## src/spot_pair_centroid_distance_assert.svh

```systemverilog
// ----------------------------------------------------------------------------
// spot pair centroid distance assertion macros
// concurrent assertion wrappers, compiled out when ASSERT_OFF is defined
// ----------------------------------------------------------------------------
`ifndef SPOT_PAIR_CENTROID_DISTANCE_ASSERT_SVH
`define SPOT_PAIR_CENTROID_DISTANCE_ASSERT_SVH
`ifndef ASSERT_OFF
// same-cycle implication
`define SPCD_ASSERT_IMP(label, clk, rst_n, ante, cons) \
    label: assert property (@(posedge clk) disable iff (!rst_n) (ante) |-> (cons)) \
        else $error("assertion failed");
// next-cycle implication
`define SPCD_ASSERT_NXT(label, clk, rst_n, ante, cons) \
    label: assert property (@(posedge clk) disable iff (!rst_n) (ante) |=> (cons)) \
        else $error("assertion failed");
`else
`define SPCD_ASSERT_IMP(label, clk, rst_n, ante, cons)
`define SPCD_ASSERT_NXT(label, clk, rst_n, ante, cons)
`endif
`endif

```

## src/spcd_pkg.sv

```systemverilog
// ----------------------------------------------------------------------------
// spcd_pkg
// widths and pipeline lengths of the spot pair centroid distance block
// ----------------------------------------------------------------------------
`default_nettype none
package spcd_pkg;
    localparam int FRAC_BITS = 8;
    localparam int SUM_W     = 32;
    localparam int CENT_W    = 24;
    localparam int ORG_W     = 12;
    localparam int ROI_W     = 6;
    localparam int DIST_W    = 25;
    localparam int POS_W     = 25;
    localparam int SQ_W      = 2 * POS_W;
    localparam int RAD_W     = 2 * (DIST_W + 1);
    localparam int ROOT_W    = RAD_W / 2;
    localparam int SREM_W    = ROOT_W + 2;
    localparam int HI_W      = CENT_W - FRAC_BITS;
    localparam int DIV_LAT   = CENT_W + 1;
    localparam int SQRT_LAT  = ROOT_W + 1;
    localparam int POST_LAT  = 3 + SQRT_LAT;
    localparam int TOT_LAT   = DIV_LAT + POST_LAT;

    typedef struct packed {
        logic [ROI_W-1:0] roi;
        logic             two;
        logic [ORG_W-1:0] lox;
        logic [ORG_W-1:0] loy;
        logic [ORG_W-1:0] rox;
        logic [ORG_W-1:0] roy;
    } t_side;

    typedef struct packed {
        logic [ROI_W-1:0]  roi;
        logic              two;
        logic              zero;
        logic [CENT_W-1:0] lcx;
        logic [CENT_W-1:0] lcy;
        logic [CENT_W-1:0] rcx;
        logic [CENT_W-1:0] rcy;
    } t_post;
endpackage
`default_nettype wire

```

## src/spcd_div.sv

```systemverilog
// ----------------------------------------------------------------------------
// spcd_div
// pipelined restoring divider, one quotient bit per stage, saturating
// ----------------------------------------------------------------------------
`default_nettype none
module spcd_div (
    input  wire logic                            i_clk,
    input  wire logic                            i_en,
    input  wire logic [spcd_pkg::SUM_W-1:0]      i_sum,
    input  wire logic [spcd_pkg::SUM_W-1:0]      i_weight,
    output logic      [spcd_pkg::CENT_W-1:0]     o_quot,
    output logic                                 o_zero
);
    localparam int N = spcd_pkg::CENT_W;
    localparam int W = spcd_pkg::SUM_W;

    logic [W-1:0] r_rem  [0:N];
    logic [N-1:0] r_num  [0:N];
    logic [W-1:0] r_w    [0:N];
    logic [N-1:0] r_q    [0:N];
    logic         r_sat  [0:N];
    logic         r_zero [0:N];

    logic [W-1:0] n_rem [N];
    logic [N-1:0] n_q   [N];
    logic [W:0]   w_t   [N];
    logic         w_ge  [N];

    always_comb begin
        for (int s = 0; s < N; s++) begin
            w_t[s]   = {r_rem[s], r_num[s][N-1]};
            w_ge[s]  = (w_t[s] >= {1'b0, r_w[s]});
            n_rem[s] = w_ge[s] ? W'(w_t[s] - {1'b0, r_w[s]}) : w_t[s][W-1:0];
            n_q[s]   = {r_q[s][N-2:0], w_ge[s]};
        end
    end

    always_ff @(posedge i_clk) begin
        if (i_en) begin
            r_rem[0]  <= W'(i_sum[W-1:spcd_pkg::HI_W]);
            r_num[0]  <= {i_sum[spcd_pkg::HI_W-1:0], {spcd_pkg::FRAC_BITS{1'b0}}};
            r_w[0]    <= i_weight;
            r_q[0]    <= '0;
            r_sat[0]  <= (W'(i_sum[W-1:spcd_pkg::HI_W]) >= i_weight);
            r_zero[0] <= (i_weight == '0);
            for (int s = 0; s < N; s++) begin
                r_rem[s+1]  <= n_rem[s];
                r_num[s+1]  <= {r_num[s][N-2:0], 1'b0};
                r_w[s+1]    <= r_w[s];
                r_q[s+1]    <= n_q[s];
                r_sat[s+1]  <= r_sat[s];
                r_zero[s+1] <= r_zero[s];
            end
        end
    end

    // zero weight wins over saturation
    assign o_quot = r_zero[N] ? '0 : (r_sat[N] ? '1 : r_q[N]);
    assign o_zero = r_zero[N];
endmodule
`default_nettype wire

```

## config.mk

```make
export PLATFORM = sky130hd
export DESIGN_NAME = spcd_div
export DESIGN_NICKNAME = d
export VERILOG_FILES = /design/src/spot_pair_centroid_distance_assert.svh /design/src/spcd_pkg.sv /design/src/spcd_div.sv
export SDC_FILE = /design/constraint.sdc
export NUM_CORES = 2
export LEC_CHECK = 0
export ABC_CLOCK_PERIOD_IN_PS = 3050
export BUFFER_PORTS_ARGS = -buffer_cell sky130_fd_sc_hd__buf_4
export CAP_MARGIN = 40
export CORE_UTILIZATION = 50
export DETAILED_ROUTE_END_ITERATION = 10
export MAX_ROUTING_LAYER = met4
export PLACE_DENSITY = 0.68
export SKIP_CTS_REPAIR_TIMING = 1
export SYNTH_ARGS = -nofsm -noshare
export SYNTH_HDL_FRONTEND = slang
export SYNTH_SLANG_ARGS = --single-unit
```

## constraint.sdc

```tcl
create_clock -name i_clk -period 3.05 [get_ports i_clk]
set_input_delay 0.305 -clock i_clk [delete_from_list [all_inputs] [get_ports i_clk]]
set_output_delay 0.305 -clock i_clk [all_outputs]
set_load 0.01 [all_outputs]
```

* Yosys cells after proc, flatten, opt, wreduce, memory -nomap -nowiden
Memory sizes are Yosys's and may differ from the RTL's.
Index checks and enable logic that the tools add are counted.
** Operators by class
- Reductions and logical operators :: 1
- Magnitude comparators :: 25
- Muxes and demuxes :: 28
- Add/sub/neg operators :: 24
** Operators with widths (number)
- $ge 33x32->1 :: 24
- $mux 32 :: 24
- $sub 32x32->32 :: 24
- $mux 24 :: 2
- $ge 16x32->1 :: 1
- $logic_not 32->1 :: 1
- $mux 1 :: 2
** Word-level totals
- Register bits :: 0
- Output and inout bits :: 25
- Word-level logic and storage cells :: 84
- Memory bits (writable) :: 2825
- Memories :: 6
- Bits of input ports :: 66
** Memories
- r_rem :: depth 25, width 32, rd ports 24, clocked after Yosys merged registers in 0, write ports 25, RTL line spcd_div.sv:17 : logic [W-1:0] r_rem [0:N];
- r_w :: depth 25, width 32, rd ports 24, clocked after Yosys merged registers in 0, write ports 25, RTL line spcd_div.sv:19 : logic [W-1:0] r_w [0:N];
- r_q :: depth 25, width 24, rd ports 25, clocked after Yosys merged registers in 0, write ports 25, RTL line spcd_div.sv:20 : logic [N-1:0] r_q [0:N];
- r_num :: depth 25, width 23, rd ports 24, clocked after Yosys merged registers in 0, write ports 25, RTL line spcd_div.sv:18 : logic [N-1:0] r_num [0:N];
- r_sat :: depth 25, width 1, rd ports 25, clocked after Yosys merged registers in 0, write ports 25, RTL line spcd_div.sv:21 : logic r_sat [0:N];
- r_zero :: depth 25, width 1, rd ports 25, clocked after Yosys merged registers in 0, write ports 25, RTL line spcd_div.sv:22 : logic r_zero [0:N];

* Longest topological paths before layout
An unclocked memory read counts as a cell.
- Word-level depth :: 3
- Depth in mapped cells :: 15
- Gate-level depth less buffers :: 13

* Worst setup path after synthesis
No wires, ideal clock.
- Path kind :: flip-flop to flip-flop
- Start :: mem r_w[0][160] (netlist name)
- End :: mem r_rem[0][220] (netlist name) (data pin)
- Data required time :: 2790 ps
- Clock period less this slack :: 3146 ps
- Cell stages (with the launch flop) :: 13
- Slack :: -96 ps
- Path buffers :: 0
- Setup time :: 260 ps
- Arrival :: 2887 ps
- Path through :: edfxtp_1 > ha_1 > fa_1 > nor2b_1 > o21ai_1 > a311oi_1 > nor3_1 > o31a_1 > o21bai_1 > a41oi_1 > o21ai_0 > xor2_1 > mux2_2
** RTL lines (RTL line)
- from (decl) :: spcd_div.sv:19
- to (decl) :: spcd_div.sv:17

==> impl.org <==
** Status
- The flow ran to the end, but the final reports show violations.
- Failing checks :: negative setup slack

** Worst hold path
- The worst hold path belongs to the class input port to flip-flop.
- Number of instances on the worst hold path :: 2

** Place
- After detailed placement, the design holds a cell count of roughly 14000.
- Port Buffers :: 90
- Routability-driven placement finished with a final weighted congestion of 0.9615.
- The wire-length estimate of the detail-placed layout is approximately 220000 um.

** CTS
- H-tree lvl count :: 4
- In this run the deepest clock path goes through 3 buffers.
- After clock tree synthesis, the clock-pin slew on the worst setup and hold paths is roughly 0.060 ns.
- TritonCTS built the clock tree.
- Clock latency on the worst-skew pair, taken at its later pin, is ~0.91 ns.
- Clock tree synthesis found a total of 2006 sinks.
- The root buffer cell chosen for the clock tree is sky130_fd_sc_hd__clkbuf_16.
- Clock buffers created by TritonCTS :: around 210

** Detailed routing
- Routed via count divided by cell count :: between 5 and 6
- Met3 wire len :: between 15000 and 20000 um
- Summed over all nets, wire length on met2 after detailed routing comes to between 100000 and 150000 um.
- Drt initial violations :: 6601
- Total Routed Length :: between 300000 and 400000 um
- Highest metal layer used by the detailed router :: met4
- The detail route stage leaves a number of antenna-violating nets equal to 0.
- For this run, the detailed router's first-pass iteration total came to 5.
- Wl on met1 :: approximately 140000 um
- Count of unresolved DRC violations after routing :: 0
- Via count :: slightly above 80000
- After detailed routing, the average wire length per cell comes to a little over 20 um.

** Die
- Count of pins on the block boundary :: 91
- From bottom edge to top edge, the die measures roughly 470 um.
- The die is between 400 and 500 um wide.
- The core region is roughly 220000 um2.
- Number of standard-cell rows in the floorplan :: 170
- Initial core utilization :: just over 50%
- Die Footprint :: between 200000 and 250000 um2

** STA
- Normalized max-slew margin :: 41.28%
- Across all setup checks in the final design, the least slack found is -0.3824 ns.
- Across the routed clock network, the largest skew measured is 0.08559 ns.
- Setup violations remaining at the end of the flow were counted as a little over 500.
- Subtracting the final worst setup slack from the clock period gives about 3.4 ns.
- Of the available clock period, the critical path in the final layout requires 112.5%.
- Based on the critical path, the design can be clocked at up to 291.3 MHz.
- The final hold violation count was 0.
- Setup repair after global routing could not meet its margin everywhere.
- Transition time at the pin with the least slew margin :: 0.8808 ns
- Worst-case hold slack :: 0.1133 ns
- The final-report max-slew violation count was 0.

** Yosys
- Synthesis produced a netlist with a net count of a little over 10000.
- Sequential element share of the synthesized area :: 55.40%
- Unique cell type count in the Yosys netlist :: approximately 100
- In this run, synthesis produced a sequential element count of about 2000.
- The synthesized netlist devotes 4.591% of its cell area to XOR and XNOR gates.
- Compound-cell area share of the yosys netlist :: ~15%
- Cell area after synthesis :: approximately 110000 um2
- Adder and majority gate portion of the synthesized area :: 9.261%
- Mux contribution to synthesized area :: under 10%
- Syn_area_per_cell :: approximately 11 um2
- Yosys attributes the largest share of cell area to sky130_fd_sc_hd__edfxtp_1 55%, sky130_fd_sc_hd__ha_1 8.8%, sky130_fd_sc_hd__inv_1 3.4%, sky130_fd_sc_hd__a21oi_1 3.3%, sky130_fd_sc_hd__o21ai_0 2.9%.
- Number of flops mapped to enable cells by yosys :: between 2000 and 2500
- After Yosys synthesis, and, or, nand and nor cells account for about a tenth of the synthesized area.
- For this run, the leading register cell type out of synthesis is sky130_fd_sc_hd__edfxtp_1.
- Area leader, netlist :: sky130_fd_sc_hd__edfxtp_1
- After synthesis, the largest area contributor takes up a little under three fifths of total cell area.
- For this run, the number of Yosys warnings is 0.
- For this run, asynchronously set or reset flops after synthesis account for 0%.
- In the synthesized netlist, the number of instances is 9515.
- Dominant combinational cell family by area after synthesis :: compound AO/OA/AOI/OAI gates

** Setup path
- At the worst endpoint, the required time is roughly 3.8 ns.
- The critical path runs through a total of 14 cells.
- Cell-by-cell trace of the critical path :: ha_4, fa_2, nor2b_4, o31ai_2, a211oi_2, o21ai_1, buf_4, o211ai_1, buf_4, nand2_2, o211ai_1, a211oi_2, or3_1, a31oi_2
- On the worst path, the slowest cell contributes a delay of about 0.43 ns.
- Number of cells on the worst reg-to-reg path :: 14
- STA classifies the critical path endpoint as a flip-flop.
- Data arrival time of the worst path :: between 4 and 5 ns
- Delay-heaviest family, CP :: compound AO/OA/AOI/OAI gates
- Of all nets on the critical path, the largest fanout is 4.
- Worst-path cell with the longest stage delay :: sky130_fd_sc_hd__edfxtp_1
- The worst setup path is launched from a flip-flop.
- By startpoint and endpoint, the worst setup path is classified as flip-flop to flip-flop.
- Combined buffer and inverter count along the critical path :: 2
- Across all register-to-register paths, the minimum setup slack is -0.38 ns.

** Final layout
- Growth of design area from synthesis to finish :: 33.18%
- Filler instances :: roughly 16000
- Fraction of layout instances using a drive strength above 1 :: a little under a third
- Measured on the finished design, the core utilization comes to roughly 67%.
- Nets :: about 13000
- Final standard cell count with taps included and fillers excluded :: ~15000
- Multi-input gate area in the final layout :: roughly 50000 um2
- In the final layout, flip-flops and latches occupy 60240 um2.

** Flow run
- Max-Cap Viols :: 0

** Power
- Across the VDD grid, the largest voltage drop is around 0.00073 V.
- Summed over all cells, the static leakage comes to around 0.06 uW.
- Power density relative to cell area :: between 1000 and 1500 nW/um2
- Overall power consumption after layout is estimated at 155500 uW.

** Global route
- The first global-routing pass estimated ~440000 um of wire.
- Total congestion overflow :: 0
- Pin count of the biggest net entering global routing :: 103
- Number of antenna violations at the first check in global routing :: 9
- Via count of the first global-routing pass :: slightly below 80000
- For this run, the total global-route usage over all layers was measured as 26.27%.
## synth_stat cells, types with 43 or more instances
cell / number
sky130_fd_sc_hd__and3_1: 63
sky130_fd_sc_hd__nand2_1: 708
sky130_fd_sc_hd__inv_1: 972
sky130_fd_sc_hd__nor2b_1: 131
sky130_fd_sc_hd__edfxtp_1: 2006
sky130_fd_sc_hd__nand3_1: 173
sky130_fd_sc_hd__nand4_1: 116
sky130_fd_sc_hd__a21oi_1: 720
sky130_fd_sc_hd__a31oi_1: 71
sky130_fd_sc_hd__nor2_1: 565
sky130_fd_sc_hd__a211oi_1: 67
sky130_fd_sc_hd__xnor2_1: 312
sky130_fd_sc_hd__ha_1: 768
sky130_fd_sc_hd__a21boi_0: 43
sky130_fd_sc_hd__mux2_2: 181
sky130_fd_sc_hd__o31ai_1: 68
sky130_fd_sc_hd__a21o_1: 356
sky130_fd_sc_hd__o21ai_0: 624
sky130_fd_sc_hd__o21bai_1: 75
sky130_fd_sc_hd__o21ai_1: 73
sky130_fd_sc_hd__nand2b_1: 93
sky130_fd_sc_hd__buf_2: 63
sky130_fd_sc_hd__clkbuf_1: 130
sky130_fd_sc_hd__nor3_1: 124
sky130_fd_sc_hd__o21a_1: 106
sky130_fd_sc_hd__xor2_1: 258
sky130_fd_sc_hd__and2_1: 43
## worst reg2reg max path, cell delays in order, from the launching register on
cell and delay [ns]:
sky130_fd_sc_hd__edfxtp_1 0.43, sky130_fd_sc_hd__ha_4 0.19, sky130_fd_sc_hd__fa_2 0.39, sky130_fd_sc_hd__nor2b_4 0.14, sky130_fd_sc_hd__o31ai_2 0.08, sky130_fd_sc_hd__a211oi_2 0.34
sky130_fd_sc_hd__o21ai_1 0.11, sky130_fd_sc_hd__buf_4 0.16, sky130_fd_sc_hd__o211ai_1 0.20, sky130_fd_sc_hd__buf_4 0.18, sky130_fd_sc_hd__nand2_2 0.07, sky130_fd_sc_hd__o211ai_1 0.34
sky130_fd_sc_hd__a211oi_2 0.13, sky130_fd_sc_hd__or3_1 0.35, sky130_fd_sc_hd__a31oi_2 0.18
## cell families after synthesis
| logic type | Yosys count |
|---|---|
| AO/OA/AOI/OAI | 2525 |
| XOR/XNOR | 570 |
| flip-flops | 2006 |
| AND/OR/NAND/NOR | 2218 |
| multiplexers | 226 |
| adder cells (fa/ha/maj) | 791 |
| buffers and inverters | 1179 |
## metrics by stage
| step | cell area [um2] | setup TNS, ns | setup WS [ns] |
|---|---|---|---|
| after floorplan | 108800 | -0.02665 | -0.02665 |
| after global placement | 126300 | -139.90 | -0.4774 |
| after detailed placement | 126400 | -159.33 | -0.5905 |
| after CTS | 133700 | -173.59 | -0.5954 |
| after global routing | 144800 | -126.11 | -0.4313 |
| final | 144800 | -61.54 | -0.3824 |
## routing by layer
layer	GRT usage (%)	vias to the layer above
met4	7.889	0
met3	3.113	560
met2	41.72	2538
li1	-	39660
met1	35.38	40310
met5	-	-
## final cells by class
cell class | count | share of cell area, %
sequential | 2006 | 41.60
multi-input combinational | 6330 | 34.53
antenna | 7 | 0.01210
clock buffer | 239 | 3.734
tap | 2838 | 2.452
clock inverter | 159 | 1.294
timing repair buffer | 2307 | 13.83
inverter | 975 | 2.541
## report_power, final
group          internal [uW]  switching [uW]
Clock                  15100           11500
Combinational          42000           42000
Sequential             39900            5100
## flip-flops by register name, indices dropped and copies added, names as in the netlist
signal  cells
r_q       300
r_zero     25
r_num     136
r_sat      25
r_rem     752
r_w       768
## worst paths after layout
path | start | end
setup / recovery | r_w[0][480] | r_rem[2][30]
hold reg to reg | r_q[1][73] | r_q[1][98]
setup reg to reg | r_w[0][480] | r_rem[2][30]
hold / removal | i_sum[12] | r_num[0][19]
## layout by cell type (no fill, tap or decap), types with 38 or more instances in the layout
master,n
sky130_fd_sc_hd__a21o_1,355
sky130_fd_sc_hd__a21oi_1,611
sky130_fd_sc_hd__a21oi_2,87
sky130_fd_sc_hd__a31oi_1,53
sky130_fd_sc_hd__and3_1,57
sky130_fd_sc_hd__buf_12,76
sky130_fd_sc_hd__buf_4,1984
sky130_fd_sc_hd__buf_6,91
sky130_fd_sc_hd__clkbuf_16,269
sky130_fd_sc_hd__clkinv_2,43
sky130_fd_sc_hd__dlygate4sd3_1,65
sky130_fd_sc_hd__edfxtp_1,2006
sky130_fd_sc_hd__ha_1,674
sky130_fd_sc_hd__ha_4,81
sky130_fd_sc_hd__inv_1,929
sky130_fd_sc_hd__inv_2,39
sky130_fd_sc_hd__mux2_2,126
sky130_fd_sc_hd__mux2_4,72
sky130_fd_sc_hd__nand2_1,587
sky130_fd_sc_hd__nand2_2,66
sky130_fd_sc_hd__nand2_4,55
sky130_fd_sc_hd__nand2b_1,91
sky130_fd_sc_hd__nand3_1,163
sky130_fd_sc_hd__nand4_1,116
sky130_fd_sc_hd__nor2_1,507
sky130_fd_sc_hd__nor2b_1,100
sky130_fd_sc_hd__nor3_1,109
sky130_fd_sc_hd__o21a_1,105
sky130_fd_sc_hd__o21ai_0,409
sky130_fd_sc_hd__o21ai_1,107
sky130_fd_sc_hd__o21ai_2,154
sky130_fd_sc_hd__o21bai_1,71
sky130_fd_sc_hd__or2_2,38
sky130_fd_sc_hd__xnor2_1,308
sky130_fd_sc_hd__xor2_1,257
Power figures use the tool's default switching activity.
