--- src/spot_pair_centroid_distance_assert.svh ---
// ----------------------------------------------------------------------------
// spot pair centroid distance assertion macros
// concurrent assertion wrappers, compiled out when ASSERT_OFF is defined
// ----------------------------------------------------------------------------
`ifndef SPOT_PAIR_CENTROID_DISTANCE_ASSERT_SVH
`define SPOT_PAIR_CENTROID_DISTANCE_ASSERT_SVH
`ifndef ASSERT_OFF
// same-cycle implication
`define SPCD_ASSERT_IMP(label, clk, rst_n, ante, cons) \
    label: assert property (@(posedge clk) disable iff (!rst_n) (ante) |-> (cons)) \
        else $error("assertion failed");
// next-cycle implication
`define SPCD_ASSERT_NXT(label, clk, rst_n, ante, cons) \
    label: assert property (@(posedge clk) disable iff (!rst_n) (ante) |=> (cons)) \
        else $error("assertion failed");
`else
`define SPCD_ASSERT_IMP(label, clk, rst_n, ante, cons)
`define SPCD_ASSERT_NXT(label, clk, rst_n, ante, cons)
`endif
`endif

--- src/spcd_pkg.sv ---
// ----------------------------------------------------------------------------
// spcd_pkg
// widths and pipeline lengths of the spot pair centroid distance block
// ----------------------------------------------------------------------------
`default_nettype none
package spcd_pkg;
    localparam int FRAC_BITS = 8;
    localparam int SUM_W     = 32;
    localparam int CENT_W    = 24;
    localparam int ORG_W     = 12;
    localparam int ROI_W     = 6;
    localparam int DIST_W    = 25;
    localparam int POS_W     = 25;
    localparam int SQ_W      = 2 * POS_W;
    localparam int RAD_W     = 2 * (DIST_W + 1);
    localparam int ROOT_W    = RAD_W / 2;
    localparam int SREM_W    = ROOT_W + 2;
    localparam int HI_W      = CENT_W - FRAC_BITS;
    localparam int DIV_LAT   = CENT_W + 1;
    localparam int SQRT_LAT  = ROOT_W + 1;
    localparam int POST_LAT  = 3 + SQRT_LAT;
    localparam int TOT_LAT   = DIV_LAT + POST_LAT;

    typedef struct packed {
        logic [ROI_W-1:0] roi;
        logic             two;
        logic [ORG_W-1:0] lox;
        logic [ORG_W-1:0] loy;
        logic [ORG_W-1:0] rox;
        logic [ORG_W-1:0] roy;
    } t_side;

    typedef struct packed {
        logic [ROI_W-1:0]  roi;
        logic              two;
        logic              zero;
        logic [CENT_W-1:0] lcx;
        logic [CENT_W-1:0] lcy;
        logic [CENT_W-1:0] rcx;
        logic [CENT_W-1:0] rcy;
    } t_post;
endpackage
`default_nettype wire

--- src/spcd_sqrt.sv ---
// ----------------------------------------------------------------------------
// spcd_sqrt
// pipelined integer square root, one root bit per stage, saturating
// ----------------------------------------------------------------------------
`default_nettype none
module spcd_sqrt (
    input  wire logic                            i_clk,
    input  wire logic                            i_en,
    input  wire logic [spcd_pkg::RAD_W-1:0]      i_rad,
    output logic      [spcd_pkg::DIST_W-1:0]     o_root
);
    localparam int N  = spcd_pkg::ROOT_W;
    localparam int RW = spcd_pkg::SREM_W;
    localparam int AW = spcd_pkg::RAD_W;

    logic [AW-1:0] r_rad  [0:N];
    logic [RW-1:0] r_rem  [0:N];
    logic [N-1:0]  r_root [0:N];

    logic [RW+1:0] w_t   [N];
    logic [RW+1:0] w_try [N];
    logic          w_ge  [N];
    logic [RW-1:0] n_rem [N];

    always_comb begin
        for (int s = 0; s < N; s++) begin
            w_t[s]   = {r_rem[s], r_rad[s][AW-1:AW-2]};
            w_try[s] = (RW+2)'({r_root[s], 2'b01});
            w_ge[s]  = (w_t[s] >= w_try[s]);
            n_rem[s] = w_ge[s] ? RW'(w_t[s] - w_try[s]) : w_t[s][RW-1:0];
        end
    end

    always_ff @(posedge i_clk) begin
        if (i_en) begin
            r_rad[0]  <= i_rad;
            r_rem[0]  <= '0;
            r_root[0] <= '0;
            for (int s = 0; s < N; s++) begin
                r_rad[s+1]  <= {r_rad[s][AW-3:0], 2'b00};
                r_rem[s+1]  <= n_rem[s];
                r_root[s+1] <= {r_root[s][N-2:0], w_ge[s]};
            end
        end
    end

    assign o_root = r_root[N][N-1] ? '1 : r_root[N][spcd_pkg::DIST_W-1:0];
endmodule
`default_nettype wire
--- config.mk ---
export PLATFORM = sky130hd
export DESIGN_NAME = spcd_sqrt
export DESIGN_NICKNAME = d
export VERILOG_FILES = /design/src/spot_pair_centroid_distance_assert.svh /design/src/spcd_pkg.sv /design/src/spcd_sqrt.sv
export SDC_FILE = /design/constraint.sdc
export NUM_CORES = 2
export LEC_CHECK = 0
export BUFFER_PORTS_ARGS = -buffer_cell sky130_fd_sc_hd__buf_2
export CAP_MARGIN = 10
export CORE_MARGIN = 5
export CORE_UTILIZATION = 32
export DETAILED_ROUTE_END_ITERATION = 8
export PLACE_DENSITY = 0.55
export SETUP_SLACK_MARGIN = 0.05
export SLEW_MARGIN = 20
export SYNTH_ARGS = -nofsm -noshare
export SYNTH_HDL_FRONTEND = slang
export SYNTH_SLANG_ARGS = --single-unit
--- constraint.sdc ---
create_clock -name i_clk -period 4.8 [get_ports i_clk]
set_input_delay 0.24 -clock i_clk [delete_from_list [all_inputs] [get_ports i_clk]]
set_output_delay 0.24 -clock i_clk [all_outputs]
set_load 0.01 [all_outputs]
Word-level counts from Yosys, hierarchy flattened
Memory sizes are Yosys's and may differ from the RTL's.
Index checks and enable logic that the tools add are counted.
{ "op_classes": {"add_sub_neg": 26, "magnitude_cmp": 26, "n_mux": 29} }
{ "op_table": {"columns": ["operator", "n"], "rows": [
  ["greater-or-equal comparator 30 x 28 -> 1 bit", 26],
  ["2-to-1 mux 28 bit", 26],
  ["subtractor 28 bit", 26],
  ["2-to-1 mux 25 bit", 1],
  ["2-to-1 mux 1 bit", 2]
]} }
{ "totals": {"regBits": 0, "ram_bits": 2862, "in_bits": 54, "out_inout_bits": 25, "word_cells": 84, "mem_count": 3} }
{ "mem_list": {"columns": ["memory", "words", "word_bits", "read_ports", "rd_clocked_by_memory_dff", "wr", "line_no", "rtl"], "rows": [
  ["r_rad", 27, 52, 26, 0, 27, "spcd_sqrt.sv:16", "logic [AW-1:0] r_rad [0:N];"],
  ["r_rem", 27, 28, 26, 0, 27, "spcd_sqrt.sv:17", "logic [RW-1:0] r_rem [0:N];"],
  ["r_root", 27, 26, 27, 0, 27, "spcd_sqrt.sv:18", "logic [N-1:0] r_root [0:N];"]
]} }

Logic depth before layout (Yosys ltp)
An unclocked memory read counts as a cell.
{ "logic_depth": {"ltp_word": 3, "mapped_depth": 14, "depth_no_buf": 13} }

Least setup slack after synthesis
OpenSTA, ideal clock, no wires.
{ "synth_path": {"kind": "flip-flop to flip-flop", "startpoint": "mem r_rem[0][94] in the netlist's numbering", "endpoint": "mem r_rem[0][125] in the netlist's numbering, data pin", "setup_ns": 0.271, "arrival_ns": 3.273, "path_slack_ns": 1.255, "stages_incl_launch_ff": 11, "n_path_buf": 1, "cell_sequence": "edfxtp_1 or4_1 or3_4 or4_4 or4_4 or3_1 or2_1 buf_6 nand4_4 nor4_1 xor2_1"} }
{ "synth_lines": {"columns": ["element", "line_no"], "rows": [
  ["from (decl)", "spcd_sqrt.sv:17"]
]} }

==> flow_summary.html <==
<table>
<tr><th>Metric</th><th>Value</th></tr>
<tr><th colspan="2">Run status</th></tr>
<tr><td>Outcome</td><td>finished clean</td></tr>
<tr><th colspan="2">Synth</th></tr>
<tr><td>Seq/Total Area, Yosys</td><td>65.22%</td></tr>
<tr><td>Syn Inst Count</td><td>6021</td></tr>
<tr><td>Number of warnings issued by yosys</td><td>0</td></tr>
<tr><td>Combined area of all synthesized cells</td><td>a little under 80000 um2</td></tr>
<tr><td>Proportion of netlist area held by the largest area contributor</td><td>between 60% and 70%</td></tr>
<tr><td>Primary flip-flop cell chosen by synthesis mapping</td><td>sky130_fd_sc_hd__edfxtp_1</td></tr>
<tr><td>Fraction of registers with async set/reset</td><td>0%</td></tr>
<tr><td>Synth top area cells</td><td>sky130_fd_sc_hd__edfxtp_1 (65%), sky130_fd_sc_hd__ha_1 (6.0%), sky130_fd_sc_hd__xor2_1 (3.0%), sky130_fd_sc_hd__xnor2_1 (3.0%), sky130_fd_sc_hd__a21oi_1 (2.4%)</td></tr>
<tr><td>Cell type with the highest aggregate area in the netlist</td><td>sky130_fd_sc_hd__edfxtp_1</td></tr>
<tr><td>EDFF count, synth</td><td>about 1.7k</td></tr>
<tr><td>Synthesized netlist net count</td><td>approximately 6.5k</td></tr>
<tr><td>Post-synthesis sequential element count</td><td>between 1.5k and 2k</td></tr>
<tr><td>Avg Synthesized Cell Area</td><td>between 10 and 15 um2</td></tr>
<tr><td>Number of distinct standard cells referenced by the synthesized netlist</td><td>88</td></tr>
<tr><th colspan="2">GRT</th></tr>
<tr><td>Pin count of the biggest net entering global routing</td><td>~140</td></tr>
<tr><td>Initial antenna violation count</td><td>1</td></tr>
<tr><td>Wire length of the first global-routing pass</td><td>roughly 240000 um</td></tr>
<tr><td>Overall overflow remaining after global route</td><td>0</td></tr>
<tr><td>Global-route total usage across every layer</td><td>approximately 11%</td></tr>
<tr><td>Via count of the first global-routing pass</td><td>between 40k and 50k</td></tr>
<tr><th colspan="2">Floorplanning</th></tr>
<tr><td>DIE AREA</td><td>256800 um2</td></tr>
<tr><td>Number of top-level design ports</td><td>79</td></tr>
<tr><td>Die width</td><td>just over 500 um</td></tr>
<tr><td>Row cnt</td><td>between 150 and 200</td></tr>
<tr><td>Initial core utilization</td><td>32.14%</td></tr>
<tr><td>Vertical die dimension</td><td>506.8 um</td></tr>
<tr><td>Area of the core region</td><td>~250000 um2</td></tr>
<tr><th colspan="2">Critical path</th></tr>
<tr><td>Cell type with the highest occurrence count on the critical path</td><td>sky130_fd_sc_hd__nor4_1</td></tr>
<tr><td>Master of the slowest instance on the critical path</td><td>sky130_fd_sc_hd__a2111oi_0</td></tr>
<tr><td>Ordered cell list for the critical path</td><td>ha_1 -&gt; nand2_1 -&gt; nor4_1 -&gt; nand3_1 -&gt; a2111oi_0 -&gt; nor4_2 -&gt; nor4_1 -&gt; nand2b_1 -&gt; xnor2_1</td></tr>
<tr><td>Startpoint-to-endpoint class of the critical path</td><td>flop to flop</td></tr>
<tr><td>Arr. time, crit path</td><td>between 4000 and 5000 ps</td></tr>
<tr><td>Worst R2R Path Depth</td><td>9</td></tr>
<tr><td>Highest net fanout along the worst path</td><td>9</td></tr>
<tr><td>Endpoint type of the worst setup path</td><td>flop</td></tr>
<tr><td>Kind of start point of the critical path</td><td>flop</td></tr>
<tr><td>Slowest stage delay, CP</td><td>roughly 940 ps</td></tr>
<tr><td>Required time reported for the critical path endpoint</td><td>roughly 5300 ps</td></tr>
<tr><th colspan="2">CTS</th></tr>
<tr><td>Clock transition at path regs</td><td>roughly 60 ps</td></tr>
<tr><td>Clock tree from TritonCTS</td><td>yes</td></tr>
<tr><td>Max Buffers Root-to-Sink</td><td>3</td></tr>
<tr><td>Clock latency at the later pin of the worst-skew pair</td><td>approximately 830 ps</td></tr>
<tr><td>Number of setup buffers added after CTS</td><td>0</td></tr>
<tr><td>Count of H-tree levels built during CTS</td><td>4</td></tr>
<tr><td>Total CTS buffers</td><td>190</td></tr>
<tr><td>Root buffer cell</td><td>sky130_fd_sc_hd__clkbuf_16</td></tr>
<tr><td>Post-CTS sizing</td><td>0</td></tr>
<tr><td>Clk sink count</td><td>between 1.5k and 2k</td></tr>
<tr><th colspan="2">STA</th></tr>
<tr><td>Total negative setup slack</td><td>0 ps</td></tr>
<tr><td>Clock period minus final worst setup slack</td><td>around 4100 ps</td></tr>
<tr><td>Worst-case clock skew</td><td>between 80 and 90 ps</td></tr>
<tr><td>Final cycle utilization of the critical path</td><td>between 80% and 90%</td></tr>
<tr><td>Final hold violation count</td><td>0</td></tr>
<tr><td>Transition time of the tightest slew-check pin</td><td>1162 ps</td></tr>
<tr><td>Worst-case headroom to the max-slew limit</td><td>just over 20%</td></tr>
<tr><td>Unrepaired setup endpoints after global routing</td><td>no</td></tr>
<tr><td>Finish-stage setup viols</td><td>0</td></tr>
<tr><td>Maximum clock frequency</td><td>around 0.25 GHz</td></tr>
<tr><td>Max-slew violations</td><td>0</td></tr>
<tr><th colspan="2">Power and ir drop</th></tr>
<tr><td>Net switching fraction of the power</td><td>between 20% and 30%</td></tr>
<tr><td>Internal Pwr Total</td><td>30430 uW</td></tr>
<tr><td>Part of the power in the clock network</td><td>about 36%</td></tr>
<tr><td>Net load switching power</td><td>around 11000 uW</td></tr>
<tr><td>Worst supply voltage drop on vdd</td><td>approximately 370 uV</td></tr>
<tr><td>Pwr dens</td><td>roughly 460 nW/um2</td></tr>
<tr><td>Sequential share of power</td><td>a little under half</td></tr>
<tr><td>Proportion of power drawn by combinational gates</td><td>16.6%</td></tr>
<tr><td>Leakage power of the design</td><td>0.03419 uW</td></tr>
<tr><th colspan="2">Placement</th></tr>
<tr><td>Estimated wirelength of the detail-placed design</td><td>105400 um</td></tr>
<tr><td>Count of input and output buffers</td><td>between 70 and 80</td></tr>
<tr><td>Final weighted congestion of routability-driven global placement</td><td>0.9094</td></tr>
<tr><td>Placed Area</td><td>83710 um2</td></tr>
<tr><th colspan="2">Routing</th></tr>
<tr><td>Antenna Nets Post-Route</td><td>0</td></tr>
<tr><td>Total vias in the final route</td><td>45.88k</td></tr>
<tr><td>Via-per-instance ratio</td><td>4.735</td></tr>
<tr><td># DRC</td><td>0</td></tr>
<tr><td>First-pass iteration count of the detailed router</td><td>7</td></tr>
<tr><td>Routed Wire Length</td><td>approximately 150000 um</td></tr>
<tr><td>Routed len/inst</td><td>around 15 um</td></tr>
<tr><td>Violation count after the first detailed-routing iteration</td><td>3144</td></tr>
<tr><th colspan="2">Hold path</th></tr>
<tr><td>Hold Path Stages</td><td>2</td></tr>
<tr><td>Worst hold path class</td><td>input port to flop</td></tr>
<tr><th colspan="2">Layout</th></tr>
<tr><td>Most common library cell in the layout ignoring fill and taps</td><td>sky130_fd_sc_hd__edfxtp_1</td></tr>
<tr><td>Synthesis-to-layout area growth</td><td>15.09%</td></tr>
<tr><td>Commonest cells after routing, fill and taps aside</td><td>sky130_fd_sc_hd__edfxtp_1 (1715), sky130_fd_sc_hd__inv_1 (462), sky130_fd_sc_hd__nor2_1 (417)</td></tr>
<tr><td>Fill cell total of the finished layout</td><td>between 20k and 25k</td></tr>
<tr><td>Post-layout net count</td><td>approximately 6.8k</td></tr>
<tr><td>Total non-filler cell area in the finished layout</td><td>between 90000 and 100000 um2</td></tr>
<tr><td>Proportion of layout cells with a drive suffix above 1</td><td>under 10%</td></tr>
<tr><th colspan="2">Job</th></tr>
<tr><td>Max capacitance violation total</td><td>0</td></tr>
</table>
[synth_stat cells, types with 8 or more instances]
library cell                count
sky130_fd_sc_hd__a2111oi_0     11
sky130_fd_sc_hd__a211oi_1      27
sky130_fd_sc_hd__a21boi_0      18
sky130_fd_sc_hd__a21o_1       114
sky130_fd_sc_hd__a21oi_1      385
sky130_fd_sc_hd__a31oi_1       29
sky130_fd_sc_hd__a41oi_1        8
sky130_fd_sc_hd__and2_1        31
sky130_fd_sc_hd__and3_1        34
sky130_fd_sc_hd__and4_1         8
sky130_fd_sc_hd__buf_1          9
sky130_fd_sc_hd__clkbuf_1      87
sky130_fd_sc_hd__edfxtp_1    1715
sky130_fd_sc_hd__ha_1         379
sky130_fd_sc_hd__inv_1        462
sky130_fd_sc_hd__mux2_2        62
sky130_fd_sc_hd__nand2_1      353
sky130_fd_sc_hd__nand2b_1      88
sky130_fd_sc_hd__nand3_1      109
sky130_fd_sc_hd__nand3b_1      20
sky130_fd_sc_hd__nand4_1       51
sky130_fd_sc_hd__nand4b_1       8
sky130_fd_sc_hd__nor2_1       417
sky130_fd_sc_hd__nor2b_1       66
sky130_fd_sc_hd__nor3_1       170
sky130_fd_sc_hd__nor3b_1       10
sky130_fd_sc_hd__nor4_1        76
sky130_fd_sc_hd__o2111ai_1     14
sky130_fd_sc_hd__o211ai_1      21
sky130_fd_sc_hd__o21a_1        78
sky130_fd_sc_hd__o21ai_0      267
sky130_fd_sc_hd__o21bai_1      33
sky130_fd_sc_hd__o31a_1         8
sky130_fd_sc_hd__o31ai_1       28
sky130_fd_sc_hd__o41ai_1        9
sky130_fd_sc_hd__or2_2         61
sky130_fd_sc_hd__or3_1         49
sky130_fd_sc_hd__or4_1         43
sky130_fd_sc_hd__xnor2_1      270
sky130_fd_sc_hd__xor2_1       272
[worst max-delay path: cells and delay by family (launching register included)]
family | cells | cell delay, ps
AOI/OAI and AO/OA | 1 | 940
xor gates and xnor gates | 1 | 160
adders and majority gates | 1 | 480
DFF | 1 | 420
and+or+nand+nor | 6 | 1710
[final timing paths]
path / from / slack, ps / end
worst max-delay path: r_rem[1][43]$_DFFE_PP_ / 750 / r_rem[1][79]$_DFFE_PP_
worst min-delay path: i_rad[40] / 100 / r_rad[0][40]$_DFFE_PP_
worst max register to register: r_rem[1][43]$_DFFE_PP_ / 750 / r_rem[1][79]$_DFFE_PP_
worst min register to register: r_rad[0][613]$_DFFE_PP_ / 390 / r_rad[0][667]$_DFFE_PP_
[registers in the layout (all words and copies together), names as in the netlist]
signal and flops:
r_rad 702, r_rem 662, r_root 351
[logic make-up (layout without fill, tap and decap cells)]
family | Yosys count | count (layout) | share of synthesized area [%]
flip-flops | 1715 | 1715 | 65.22
AND/OR/NAND/NOR | 1623 | 1623 | 10.27
AO/OA/AOI/OAI | 1126 | 1126 | 8.802
buffers and inverters | 567 | 1013 | 2.732
XOR/XNOR | 542 | 542 | 6.011
adder cells (fa/ha/maj) | 379 | 379 | 6.005
multiplexers | 68 | 68 | 0.9602
other | 1 | 2 | 0.004749
[layer usage]
metal / share of wire (%) / wire [um] / track usage, %
met5: 0 / 0 / 0
met4: 2.7 / 4023 / 3.658
met3: 4.3 / 6410 / 2.122
met2: 48 / 71010 / 19.06
met1: 45 / 68000 / 15.06
[power groups by stage]
stage               Combinational, uW  Clock (uW)  Sequential (uW)
floorplan                        5100           0            19600
global placement                 6700           0            20000
detailed placement               6790           0            20100
CTS                              6870       15400            19800
global route                     7710       16100            19900
finish                           6870       14800            19700
[final cells by class]
cell class | count | area [um2] | share of cell area (%)
clock buffers | 226 | 4890 | 5.380
clock inverters | 116 | 1618 | 1.780
diodes | 1 | 2.502 | 0.002753
multi-input cells | 3739 | 25370 | 27.91
inverters | 464 | 1742 | 1.916
well taps | 3220 | 4029 | 4.433
flip-flops and latches | 1715 | 51500 | 56.66
repair buffers | 207 | 1739 | 1.914
[through the flow]
stage                     util (%)  hold slack [ps]  instances  setup WS (ps)  total power, uW
after floorplan                  -            338.9       6021           1255            24670
after global placement       34.07            400.6       9279          926.4            26750
after detailed placement     34.07            404.5       9279          879.4            26860
after CTS                    36.99            4.026       9687          786.4            42020
after global routing         36.99            38.78       9688          511.2            43690
final                        36.99            102.4       9688          747.9            41440
[timing repair]
action | CTS | global route
endpoints found under the setup margin | 0 | 0
hold buffers | 66 | 0
endpoints found under the hold margin | 146 | 0
Power figures use the tool's default switching activity.
